File: src/design/assert_macros.svh
`ifndef ASSERT_MACROS_SVH
`define ASSERT_MACROS_SVH

// Both macros expect clk and arst_n in the scope where they are used.
// The antecedent and consequent hold in the same cycle.
`define LBPQ_ASSERT_IMPL(lbl, ante, cons) \
	lbl: assert property (@(posedge clk) disable iff (!arst_n) (ante) |-> (cons)) \
		else $error("lbpq: assertion failed");

// The consequent holds in the cycle after the antecedent.
`define LBPQ_ASSERT_NEXT(lbl, ante, cons) \
	lbl: assert property (@(posedge clk) disable iff (!arst_n) (ante) |=> (cons)) \
		else $error("lbpq: assertion failed");

`endif

File: src/design/lbpq_pkg.sv
package lbpq_pkg;

	localparam int ANGLE_W  = 13;
	localparam int LIMIT_W  = 16;
	localparam int ADDR_W   = 5;
	localparam int DATA_W   = 32;
	localparam int NUM_CHK  = 5;

	// Bit positions in check_mask.
	localparam int CHK_ANGLE = 0;
	localparam int CHK_SLOPE = 1;
	localparam int CHK_X     = 2;
	localparam int CHK_Y     = 3;
	localparam int CHK_LEN   = 4;

	typedef enum logic [2:0] {
		REG_ANGLE = 3'd0,
		REG_SLOPE = 3'd1,
		REG_XOFF  = 3'd2,
		REG_YOFF  = 3'd3,
		REG_LEN   = 3'd4,
		REG_LARGE = 3'd5
	} reg_idx_t;

	localparam logic [LIMIT_W-1:0] RST_ANGLE = 16'd96;
	localparam logic [LIMIT_W-1:0] RST_SLOPE = 16'd305;
	localparam logic [LIMIT_W-1:0] RST_XOFF  = 16'd1152;
	localparam logic [LIMIT_W-1:0] RST_YOFF  = 16'd128;
	localparam logic [LIMIT_W-1:0] RST_LEN   = 16'd128;
	localparam logic [LIMIT_W-1:0] RST_LARGE = 16'd640;

	typedef struct packed {
		logic [LIMIT_W-1:0] angle;
		logic [LIMIT_W-1:0] slope;
		logic [LIMIT_W-1:0] xoff;
		logic [LIMIT_W-1:0] yoff;
		logic [LIMIT_W-1:0] len;
		logic [LIMIT_W-1:0] large_lim;
	} limits_t;

endpackage

File: src/design/lbpq_cfg.sv
module lbpq_cfg
	import lbpq_pkg::*;
(
	input  logic              clk,
	input  logic              arst_n,
	input  logic              psel,
	input  logic              penable,
	input  logic              pwrite,
	input  logic [ADDR_W-1:0] paddr,
	input  logic [DATA_W-1:0] pwdata,
	output logic [DATA_W-1:0] prdata,
	output limits_t           limits
);

	limits_t  limits_q;
	reg_idx_t idx;
	logic     wr;

	assign idx    = reg_idx_t'(paddr[ADDR_W-1:2]);
	assign wr     = psel && penable && pwrite;
	assign limits = limits_q;

	always_ff @(posedge clk or negedge arst_n) begin
		if (!arst_n) begin
			limits_q.angle     <= RST_ANGLE;
			limits_q.slope     <= RST_SLOPE;
			limits_q.xoff      <= RST_XOFF;
			limits_q.yoff      <= RST_YOFF;
			limits_q.len       <= RST_LEN;
			limits_q.large_lim <= RST_LARGE;
		end else if (wr) begin
			// Writes to the two unused indexes are dropped.
			unique case (idx)
				REG_ANGLE: limits_q.angle     <= pwdata[LIMIT_W-1:0];
				REG_SLOPE: limits_q.slope     <= pwdata[LIMIT_W-1:0];
				REG_XOFF:  limits_q.xoff      <= pwdata[LIMIT_W-1:0];
				REG_YOFF:  limits_q.yoff      <= pwdata[LIMIT_W-1:0];
				REG_LEN:   limits_q.len       <= pwdata[LIMIT_W-1:0];
				REG_LARGE: limits_q.large_lim <= pwdata[LIMIT_W-1:0];
				default: ;
			endcase
		end
	end

	always_comb begin
		unique case (idx)
			REG_ANGLE: prdata = DATA_W'(limits_q.angle);
			REG_SLOPE: prdata = DATA_W'(limits_q.slope);
			REG_XOFF:  prdata = DATA_W'(limits_q.xoff);
			REG_YOFF:  prdata = DATA_W'(limits_q.yoff);
			REG_LEN:   prdata = DATA_W'(limits_q.len);
			REG_LARGE: prdata = DATA_W'(limits_q.large_lim);
			default:   prdata = '0;
		endcase
	end

endmodule

File: src/design/lbpq_diff.sv
module lbpq_diff
	import lbpq_pkg::*;
#(
	parameter int CB = 16
) (
	input  logic               clk,
	input  logic               arst_n,
	input  logic               en,
	input  logic               in_valid,
	input  logic [ANGLE_W-1:0] left_angle,
	input  logic [ANGLE_W-1:0] right_angle,
	input  logic [CB-1:0]      left_x,
	input  logic [CB-1:0]      left_y,
	input  logic [CB-1:0]      right_x,
	input  logic [CB-1:0]      right_y,
	input  logic [CB-1:0]      left_length,
	input  logic [CB-1:0]      right_length,
	output logic               v_s1,
	output logic [ANGLE_W-1:0] adiff_s1,
	output logic [CB-1:0]      dx_s1,
	output logic [CB-1:0]      dy_s1,
	output logic [CB:0]        sum_s1,
	output logic [CB-1:0]      mx_s1,
	output logic [CB-1:0]      ldiff_s1
);

	logic [ANGLE_W:0]   ad;
	logic [ANGLE_W:0]   ad_abs;
	logic [CB-1:0]      dx, dy, mx, ldiff;
	logic [CB:0]        sum;

	always_comb begin
		ad     = {left_angle[ANGLE_W-1], left_angle} - {right_angle[ANGLE_W-1], right_angle};
		ad_abs = ad[ANGLE_W] ? -ad : ad;
		dx     = (left_x >= right_x) ? left_x - right_x : right_x - left_x;
		dy     = (left_y >= right_y) ? left_y - right_y : right_y - left_y;
		mx     = (left_length >= right_length) ? left_length : right_length;
		ldiff  = (left_length >= right_length) ? left_length - right_length
		                                       : right_length - left_length;
		sum    = (CB+1)'(left_length) + (CB+1)'(right_length);
	end

	always_ff @(posedge clk or negedge arst_n) begin
		if (!arst_n) begin
			v_s1 <= 1'b0;
		end else if (en) begin
			v_s1 <= in_valid;
		end
	end

	always_ff @(posedge clk) begin
		if (en && in_valid) begin
			// The largest magnitude of two 13-bit angles' difference fits 13 bits.
			adiff_s1 <= ad_abs[ANGLE_W-1:0];
			dx_s1    <= dx;
			dy_s1    <= dy;
			sum_s1   <= sum;
			mx_s1    <= mx;
			ldiff_s1 <= ldiff;
		end
	end

endmodule

File: src/design/lbpq_prod.sv
module lbpq_prod
	import lbpq_pkg::*;
#(
	parameter int CB = 16
) (
	input  logic                 clk,
	input  logic                 arst_n,
	input  logic                 en,
	input  limits_t              limits,
	input  logic                 v_s1,
	input  logic [ANGLE_W-1:0]   adiff_s1,
	input  logic [CB-1:0]        dx_s1,
	input  logic [CB-1:0]        dy_s1,
	input  logic [CB:0]          sum_s1,
	input  logic [CB-1:0]        mx_s1,
	input  logic [CB-1:0]        ldiff_s1,
	output logic                 v_s2,
	output logic                 angle_ok_s2,
	output logic [LIMIT_W+CB-1:0] p_slope_s2,
	output logic [LIMIT_W+CB:0]   p_x_s2,
	output logic [LIMIT_W+CB:0]   p_y_s2,
	output logic [LIMIT_W+CB:0]   p_large_s2,
	output logic [LIMIT_W+CB-1:0] p_len_s2,
	output logic [CB-1:0]        dx_s2,
	output logic [CB-1:0]        dy_s2,
	output logic [CB-1:0]        ldiff_s2
);

	localparam int PN = LIMIT_W + CB;
	localparam int PS = LIMIT_W + CB + 1;

	always_ff @(posedge clk or negedge arst_n) begin
		if (!arst_n) begin
			v_s2 <= 1'b0;
		end else if (en) begin
			v_s2 <= v_s1;
		end
	end

	always_ff @(posedge clk) begin
		if (en && v_s1) begin
			angle_ok_s2 <= LIMIT_W'(adiff_s1) < limits.angle;
			p_slope_s2  <= PN'(limits.slope) * PN'(dx_s1);
			p_x_s2      <= PS'(limits.xoff) * PS'(sum_s1);
			p_y_s2      <= PS'(limits.yoff) * PS'(sum_s1);
			p_large_s2  <= PS'(limits.large_lim) * PS'(sum_s1);
			p_len_s2    <= PN'(limits.len) * PN'(mx_s1);
			dx_s2       <= dx_s1;
			dy_s2       <= dy_s1;
			ldiff_s2    <= ldiff_s1;
		end
	end

endmodule

File: src/design/lbpq_judge.sv
module lbpq_judge
	import lbpq_pkg::*;
#(
	parameter int CB = 16
) (
	input  logic                  clk,
	input  logic                  arst_n,
	input  logic                  en,
	input  logic                  v_s2,
	input  logic                  angle_ok_s2,
	input  logic [LIMIT_W+CB-1:0] p_slope_s2,
	input  logic [LIMIT_W+CB:0]   p_x_s2,
	input  logic [LIMIT_W+CB:0]   p_y_s2,
	input  logic [LIMIT_W+CB:0]   p_large_s2,
	input  logic [LIMIT_W+CB-1:0] p_len_s2,
	input  logic [CB-1:0]         dx_s2,
	input  logic [CB-1:0]         dy_s2,
	input  logic [CB-1:0]         ldiff_s2,
	output logic                  v_s3,
	output logic                  pair_ok_s3,
	output logic [NUM_CHK-1:0]    mask_s3,
	output logic                  large_s3
);

	localparam int PW = LIMIT_W + CB + 1;

	logic [PW-1:0]      dx9, dy8, dy9, ld8;
	logic [NUM_CHK-1:0] mask;
	logic               large_hit;

	// A zero sum or zero dx gives a zero product, so the strict less-than
	// compares on that product fail just as an infinite or undefined ratio would.
	always_comb begin
		dx9 = PW'({dx_s2, 9'b0});
		dy8 = PW'({dy_s2, 8'b0});
		dy9 = PW'({dy_s2, 9'b0});
		ld8 = PW'({ldiff_s2, 8'b0});
		mask            = '0;
		mask[CHK_ANGLE] = angle_ok_s2;
		mask[CHK_SLOPE] = dy8 < PW'(p_slope_s2);
		mask[CHK_X]     = dx9 < p_x_s2;
		mask[CHK_Y]     = dy9 < p_y_s2;
		mask[CHK_LEN]   = ld8 < PW'(p_len_s2);
		large_hit       = dx9 > p_large_s2;
	end

	always_ff @(posedge clk or negedge arst_n) begin
		if (!arst_n) begin
			v_s3 <= 1'b0;
		end else if (en) begin
			v_s3 <= v_s2;
		end
	end

	always_ff @(posedge clk) begin
		if (en && v_s2) begin
			mask_s3    <= mask;
			pair_ok_s3 <= &mask;
			large_s3   <= large_hit;
		end
	end

endmodule

File: src/design/light_bar_pair_qualifier_top.sv
// Channel   Handshake               Payload
// in        in_valid / in_stall     left/right angle, x, y, length
// out       out_valid / out_stall   pair_ok, check_mask, large_type
// apb       psel/penable/pready     paddr, pwdata, prdata
//
// One pair is accepted every cycle while in_stall is low; each result
// passes through the three register stages (differences, products,
// compares) in that order. Each stage moves on when it is empty or the
// stage after it moves, so bubbles close up and in_stall rises only when
// all stages are full and out_stall is high. Reset clears the valid bits
// and loads the limit registers with their defaults.
`include "assert_macros.svh"

module light_bar_pair_qualifier_top
	import lbpq_pkg::*;
#(
	parameter int COORD_BITS = 16
) (
	input  logic                     clk,
	input  logic                     arst_n,
	input  logic                     in_valid,
	output logic                     in_stall,
	input  logic signed [ANGLE_W-1:0] left_angle,
	input  logic signed [ANGLE_W-1:0] right_angle,
	input  logic [COORD_BITS-1:0]    left_x,
	input  logic [COORD_BITS-1:0]    left_y,
	input  logic [COORD_BITS-1:0]    right_x,
	input  logic [COORD_BITS-1:0]    right_y,
	input  logic [COORD_BITS-1:0]    left_length,
	input  logic [COORD_BITS-1:0]    right_length,
	output logic                     out_valid,
	input  logic                     out_stall,
	output logic                     pair_ok,
	output logic [NUM_CHK-1:0]       check_mask,
	output logic                     large_type,
	input  logic                     psel,
	input  logic                     penable,
	input  logic                     pwrite,
	input  logic [ADDR_W-1:0]        paddr,
	input  logic [DATA_W-1:0]        pwdata,
	output logic [DATA_W-1:0]        prdata,
	output logic                     pready
);

	localparam int CB = COORD_BITS;

	limits_t limits;

	logic en1, en2, en3;
	logic v1, v2, v3;

	logic [ANGLE_W-1:0]   adiff_s1;
	logic [CB-1:0]        dx_s1, dy_s1, mx_s1, ldiff_s1;
	logic [CB:0]          sum_s1;

	logic                 angle_ok_s2;
	logic [LIMIT_W+CB-1:0] p_slope_s2, p_len_s2;
	logic [LIMIT_W+CB:0]   p_x_s2, p_y_s2, p_large_s2;
	logic [CB-1:0]        dx_s2, dy_s2, ldiff_s2;

	assign pready   = 1'b1;
	assign en3      = !v3 || !out_stall;
	assign en2      = !v2 || en3;
	assign en1      = !v1 || en2;
	assign in_stall = !en1;
	assign out_valid = v3;

	lbpq_cfg u_cfg (
		.clk     (clk),
		.arst_n  (arst_n),
		.psel    (psel),
		.penable (penable),
		.pwrite  (pwrite),
		.paddr   (paddr),
		.pwdata  (pwdata),
		.prdata  (prdata),
		.limits  (limits)
	);

	lbpq_diff #(.CB(CB)) u_diff (
		.clk          (clk),
		.arst_n       (arst_n),
		.en           (en1),
		.in_valid     (in_valid),
		.left_angle   (left_angle),
		.right_angle  (right_angle),
		.left_x       (left_x),
		.left_y       (left_y),
		.right_x      (right_x),
		.right_y      (right_y),
		.left_length  (left_length),
		.right_length (right_length),
		.v_s1         (v1),
		.adiff_s1     (adiff_s1),
		.dx_s1        (dx_s1),
		.dy_s1        (dy_s1),
		.sum_s1       (sum_s1),
		.mx_s1        (mx_s1),
		.ldiff_s1     (ldiff_s1)
	);

	lbpq_prod #(.CB(CB)) u_prod (
		.clk         (clk),
		.arst_n      (arst_n),
		.en          (en2),
		.limits      (limits),
		.v_s1        (v1),
		.adiff_s1    (adiff_s1),
		.dx_s1       (dx_s1),
		.dy_s1       (dy_s1),
		.sum_s1      (sum_s1),
		.mx_s1       (mx_s1),
		.ldiff_s1    (ldiff_s1),
		.v_s2        (v2),
		.angle_ok_s2 (angle_ok_s2),
		.p_slope_s2  (p_slope_s2),
		.p_x_s2      (p_x_s2),
		.p_y_s2      (p_y_s2),
		.p_large_s2  (p_large_s2),
		.p_len_s2    (p_len_s2),
		.dx_s2       (dx_s2),
		.dy_s2       (dy_s2),
		.ldiff_s2    (ldiff_s2)
	);

	lbpq_judge #(.CB(CB)) u_judge (
		.clk         (clk),
		.arst_n      (arst_n),
		.en          (en3),
		.v_s2        (v2),
		.angle_ok_s2 (angle_ok_s2),
		.p_slope_s2  (p_slope_s2),
		.p_x_s2      (p_x_s2),
		.p_y_s2      (p_y_s2),
		.p_large_s2  (p_large_s2),
		.p_len_s2    (p_len_s2),
		.dx_s2       (dx_s2),
		.dy_s2       (dy_s2),
		.ldiff_s2    (ldiff_s2),
		.v_s3        (v3),
		.pair_ok_s3  (pair_ok),
		.mask_s3     (check_mask),
		.large_s3    (large_type)
	);

	`LBPQ_ASSERT_IMPL(a_stall_only_full, in_stall, v1 && v2 && v3 && out_stall)
	`LBPQ_ASSERT_NEXT(a_accept_lands, in_valid && !in_stall, v1)
	`LBPQ_ASSERT_NEXT(a_s2_moves_on, v2 && en3, v3)

endmodule
File: config.mk
export PLATFORM = sky130hd
export DESIGN_NAME = light_bar_pair_qualifier_top
export DESIGN_NICKNAME = d
export VERILOG_FILES = /design/src/design/lbpq_pkg.sv /design/src/design/lbpq_cfg.sv /design/src/design/lbpq_diff.sv /design/src/design/lbpq_prod.sv /design/src/design/lbpq_judge.sv /design/src/design/light_bar_pair_qualifier_top.sv
export VERILOG_INCLUDE_DIRS = /design/src /design/src/design
export SDC_FILE = /design/constraint.sdc
export NUM_CORES = 2
export LEC_CHECK = 0
export ABC_CLOCK_PERIOD_IN_PS = 7600
export BUFFER_PORTS_ARGS = -buffer_cell sky130_fd_sc_hd__buf_2
export CAP_MARGIN = 20
export CORE_UTILIZATION = 30
export DETAILED_ROUTE_END_ITERATION = 10
export SLEW_MARGIN = 25
export SYNTH_ARGS = -nofsm -noshare
export SYNTH_HDL_FRONTEND = slang
export SYNTH_HIERARCHICAL = 1
export SYNTH_SLANG_ARGS = --single-unit
File: constraint.sdc
create_clock -name clk -period 7.6 [get_ports clk]
set_input_delay 1.14 -clock clk [delete_from_list [all_inputs] [get_ports clk]]
set_output_delay 1.14 -clock clk [all_outputs]
set_load 0.01 [all_outputs]
# ---- Word level (Yosys, flattened, before mapping)
# Cells that the tools add are included.
dict set report classes {
  addsub 9
  mul 5
  order_cmp 9
  eq_ne 5
  muxes 6
  n_reduce_logical 21
}
# operator n
set op_table {}
lappend op_table {{$mul A16 B17 Y33} 3}
lappend op_table {{$pmux W16 S6} 1}
lappend op_table {{$sub A16 B16 Y16} 6}
lappend op_table {{$lt A25 B33 Y1} 2}
lappend op_table {{$lt A24 B32 Y1} 2}
lappend op_table {{$mul A16 B16 Y32} 2}
lappend op_table {{$mux W16} 4}
lappend op_table {{$ge A16 B16 Y1} 3}
lappend op_table {{$gt A25 B33 Y1} 1}
lappend op_table {{$add A16 B16 Y17} 1}
lappend op_table {{$lt A13 B16 Y1} 1}
lappend op_table {{$sub A13 B13 Y14} 1}
lappend op_table {{$mux W13} 1}
lappend op_table {{$neg A13 Y13} 1}
lappend op_table {{$reduce_and A2 Y1} 6}
lappend op_table {{$eq A3 B2 Y1 const B} 2}
lappend op_table {{$eq A3 B3 Y1 const B} 2}
lappend op_table {{$logic_and A1 B1 Y1} 5}
lappend op_table {{$logic_not A1 Y1} 5}
lappend op_table {{$reduce_and A5 Y1} 1}
lappend op_table {{$eq A3 B1 Y1 const B} 1}
lappend op_table {{$logic_not A3 Y1} 1}
lappend op_table {{$logic_or A1 B1 Y1} 3}
dict set report totals {
  regBits 412
  input_bits 166
  out_inout_bits 42
  word_cells 82
}

# ---- Logic depth before layout (Yosys ltp)
dict set report logic_depth {
  ltp_word 5
  depth_mapped 24
  mapped_depth_nobuf 21
}

# ---- Modules after synthesis
# The synthesis kept the hierarchy.
# mod n_inst cells_each area_per_inst_um2 seq_area_each_um2
set by_module_without_submodules {}
lappend by_module_without_submodules {lbpq_prod 1 5395 51196.6 6391.1}
lappend by_module_without_submodules {lbpq_diff 1 1069 9506.6 2817.7}
lappend by_module_without_submodules {lbpq_cfg 1 333 4606.9 2417.3}
lappend by_module_without_submodules {lbpq_judge 1 314 2467.4 235.2}
lappend by_module_without_submodules {light_bar_pair_qualifier_top 1 6 35.0 0.0}

# ---- Least setup slack after synthesis
# OpenSTA, ideal clock, no wires.
dict set report synth_path {
  kind {input to register}
  start {input port out_stall}
  end {register u_prod.angle_ok_s2, enable pin}
  setup_time_ns 0.598
  arrival_time_ns 6.052
  required_time_ns 7.002
  path_slack_ns 0.949
  cell_stages 2
  n_path_buf 0
  cell_sequence {nand3_1 > and2_1}
}
dict set report synth_between {
  elab_chain_len 4
}
# element line
set synth_rtl {}
lappend synth_rtl {{from (decl)} light_bar_pair_qualifier_top.sv:32} ;# input logic out_stall,
lappend synth_rtl {{$logic_not A1 Y1} light_bar_pair_qualifier_top.sv:62} ;# assign en3 = !v3 || !out_stall;
lappend synth_rtl {{$logic_or A1 B1 Y1} light_bar_pair_qualifier_top.sv:62}
lappend synth_rtl {{$logic_or A1 B1 Y1} light_bar_pair_qualifier_top.sv:63} ;# assign en2 = !v2 || en3;
lappend synth_rtl {{$logic_and A1 B1 Y1} lbpq_prod.sv:41} ;# if (en && v_s1) begin
lappend synth_rtl {{to (signal assigned)} lbpq_prod.sv:42} ;# angle_ok_s2 <= LIMIT_W'(adiff_s1) < limits.angle;
lappend synth_rtl {{to (decl)} lbpq_prod.sv:18} ;# output logic angle_ok_s2,
# Every way passes these cells.
# A chain may end at the register's enable or synchronous reset.

# ---- Worst setup path after layout
dict set report layout_path {
  start {register u_diff.dx_s1[1]}
  end {register u_prod.p_slope_s2[30] (data pin)}
}
dict set report layout_between {
  elab_chain_len 1
}
# element line
set layout_rtl {}
lappend layout_rtl {{from (decl)} lbpq_diff.sv:20} ;# output logic [CB-1:0] dx_s1,
lappend layout_rtl {{from (signal assigned)} lbpq_diff.sv:55} ;# dx_s1 <= dx;
lappend layout_rtl {{$mul A16 B16 Y32} lbpq_prod.sv:43} ;# p_slope_s2 <= PN'(limits.slope) * PN'(dx_s1);
lappend layout_rtl {{to (signal assigned)} lbpq_prod.sv:43}
lappend layout_rtl {{to (decl)} lbpq_prod.sv:19} ;# output logic [LIMIT_W+CB-1:0] p_slope_s2,
# Every way passes these cells.

==> run summary <==
run status: finished clean
via density per instance: 4.91
full die area: 0.228 sq mm
final RePlAce weighted congestion: 0.910
Area growth syn-to-layout: 8.19%
reg-to-reg startpoint: u_diff/dx_s1[1]
Yosys warnings: 6
synthesized area: 0.0678 sq mm
max cap viols: 0
WL final: 186 mm
Final #Nets: 9,044
gr usage total: 0.164
number of synthesized flops with an enable pin: 312
most common cell in the netlist: inv_1
DIE WIDTH: 477 microns
core area: 0.225 sq mm
highest clock rate: 147 MHz
DR WL/cell: 18.3 microns
Setup Skew: 0.0193 ns
met2 GRT Util: 0.279
final setup vio count: 0
Starting Density: 0.302
final hold violations: 0
Seq cells post-synth: 411
Post-DRT Antenna Nets: 0
via count: 49,900
number of global-route vias before repair: 52,827
asr flop ratio synth: 0.241
TritonCTS clock tree: yes
clk_lat worst skew: 0.64 ns
row count: 174
Final period util: 0.895
Root Buffer: clkbuf_16
cell count after synthesis: 7,117
GR Layer Usage met3: 0.0262
worst r2r dst: u_prod/p_slope_s2[30]
busiest grt layer: met2
post-synthesis sequential area ratio: 0.175
I/O Buffers: 172
Netlist cell types: 116
crit start category: flip-flop
worst setup path end: u_prod/p_slope_s2[30]
post-CTS resize count: 0
Slew Limit Fails: 0
setup bufs post-CTS: 0
number of remaining DRC errors: 0
fillcell total: 23,207
fin crit period: 6.81 ns
largest net degree at the start of global routing: 82
CP arrival: 7.17 ns
Max Buffers Root-to-Sink: 3
Setup crit start: u_diff/dx_s1[1]
first-pass GRT wire length: 296 mm
met1 Usage GRT: 0.208
commonest cells in the netlist: inv_1 (1,366), fa_1 (1,020), nand2_1 (880), ha_1 (738), and2_1 (641)
Tightest Pin Transition: 1.08 ns
Rel. slew slack: 0.281
Synth area leader: fa_1
DRT Pass-1 Iters: 6
share of the synthesized area in the top cell type: 0.301
CTS buffer count: 48
Hold/Removal Path Class: flip-flop to flip-flop
clock-pin slew on the worst setup and hold paths: 0.06 ns
WS Path Type: flip-flop to flip-flop
H-Tree Depth: 2
CP Capture Type: flip-flop
worst-path fanout max: 17
FF-to-FF setup slack: 0.79 ns
DP HPWL: 146 mm
Chip Height: 477 microns
syn_area_per_cell: 9.53 sq um
fraction of layout cells with a size suffix above 1: 0.0722
Area contributors post-synth: fa_1 (30%), edfxtp_1 (14%), ha_1 (14%)
RSZ-0062 raised after global routing: false
initial antenna violation count: 23
Req. time, crit path: 7.96 ns
R2R cell count: 18
post-cts hold buffer count: 0
clk sink count: 411
setup_tns: 0 ns
total congestion overflow: 0
1st-iter DRT viols: 2,943
Most used DFF post-synth: edfxtp_1
# IOs: 208
[per-stage QoR]
stage | hold WS [ns] | std cells | utilization | setup WS, ns | cell area [sq um]
6_report | 0.419 | 10163 | 0.327 | 0.795 | 73400
5_1_grt | 0.430 | 10159 | 0.327 | 0.476 | 73400
4_1_cts | 0.421 | 10152 | 0.326 | 0.851 | 73300
3_5_place_dp | 0.406 | 10062 | 0.319 | 0.882 | 71800
3_3_place_gp | 0.405 | 10061 | 0.319 | 0.969 | 71800
2_1_floorplan | 0.400 | 7132 | - | 0.949 | 67900
[per-layer routing]
metal  wire length [microns]  vias up
li1                        -    22672
met1                   78000    25322
met2                   88800     1576
met3                   11900      304
met4                    7610       26
met5                     172        -
[flip-flops by register name, summed over array words and instances (netlist names), 15 cells and up]
register and cells:
u_prod/dy_s2 16, u_prod/dx_s2 16, u_diff/sum_s1 17, u_prod/p_slope_s2 32, u_diff/dx_s1 16, u_prod/p_large_s2 33, u_prod/ldiff_s2 16, u_prod/p_y_s2 33
u_diff/dy_s1 16, u_diff/mx_s1 16, u_diff/ldiff_s1 15, u_cfg/limits 96, u_prod/p_len_s2 32, u_prod/p_x_s2 33
[worst max-delay path, cell delays in order (launching register included)]
cell	delay, ns
edfxtp_1	0.97
nand2_1	0.19
fa_1	0.54
fa_1	0.55
inv_1	0.05
fa_1	0.49
fa_1	0.54
fa_1	0.54
inv_1	0.06
fa_1	0.48
inv_1	0.04
ha_1	0.40
a21o_1	0.19
a31oi_2	0.14
a211o_1	0.31
a221o_1	0.35
a31oi_1	0.34
a311oi_1	0.18
xnor2_1	0.17
[cells in the final DEF, fill, tap and decap left out, drive strengths merged, types with 139 or more instances in the layout]
master,n
inv,1376
fa,1020
nand2,880
ha,738
and2,642
edfxtp,312
buf,243
a21oi,242
o21ai,159
nor2,154
a21o,143
xnor2,139
[final cells by class]
type,instances,area (sq um),share of cell area
Multi-Input combinational cell,5049,49500,0.675
Tap cell,2992,3740,0.0510
Inverter,1367,5130,0.0699
Antenna cell,11,27.5,0.000375
Sequential cell,411,11900,0.162
Clock buffer,61,1360,0.0186
Clock inverter,29,200,0.00273
Timing Repair Buffer,243,1510,0.0205
[how the worst min path moves through the flow]
stage	cells past startpoint	to	start	slack [ns]
after floorplan	0	u_prod/dy_s2[0]	u_diff/dy_s1[0]	0.40
after detailed placement	0	u_prod/ldiff_s2[8]	u_diff/ldiff_s1[8]	0.41
after CTS	0	u_prod/dy_s2[8]	u_diff/dy_s1[8]	0.42
final	0	u_prod/dy_s2[8]	u_diff/dy_s1[8]	0.42
after global placement	0	u_prod/dy_s2[11]	u_diff/dy_s1[11]	0.40
after global routing	0	u_prod/dy_s2[9]	u_diff/dy_s1[9]	0.43
[cells by family after synthesis]
| family | Yosys count | synth area share |
|---|---|---|
| simple gates | 2002 | 0.148 |
| fa+ha+maj | 1758 | 0.437 |
| buf+inv | 1672 | 0.0956 |
| compound gates | 895 | 0.0901 |
| flops | 411 | 0.175 |
| xor+xnor | 206 | 0.0266 |
| mux | 171 | 0.0274 |
| other cells | 2 | 0.000111 |
Power is not shown: default switching activity piles up to over one toggle a cycle in this logic, so the estimate is an artifact.
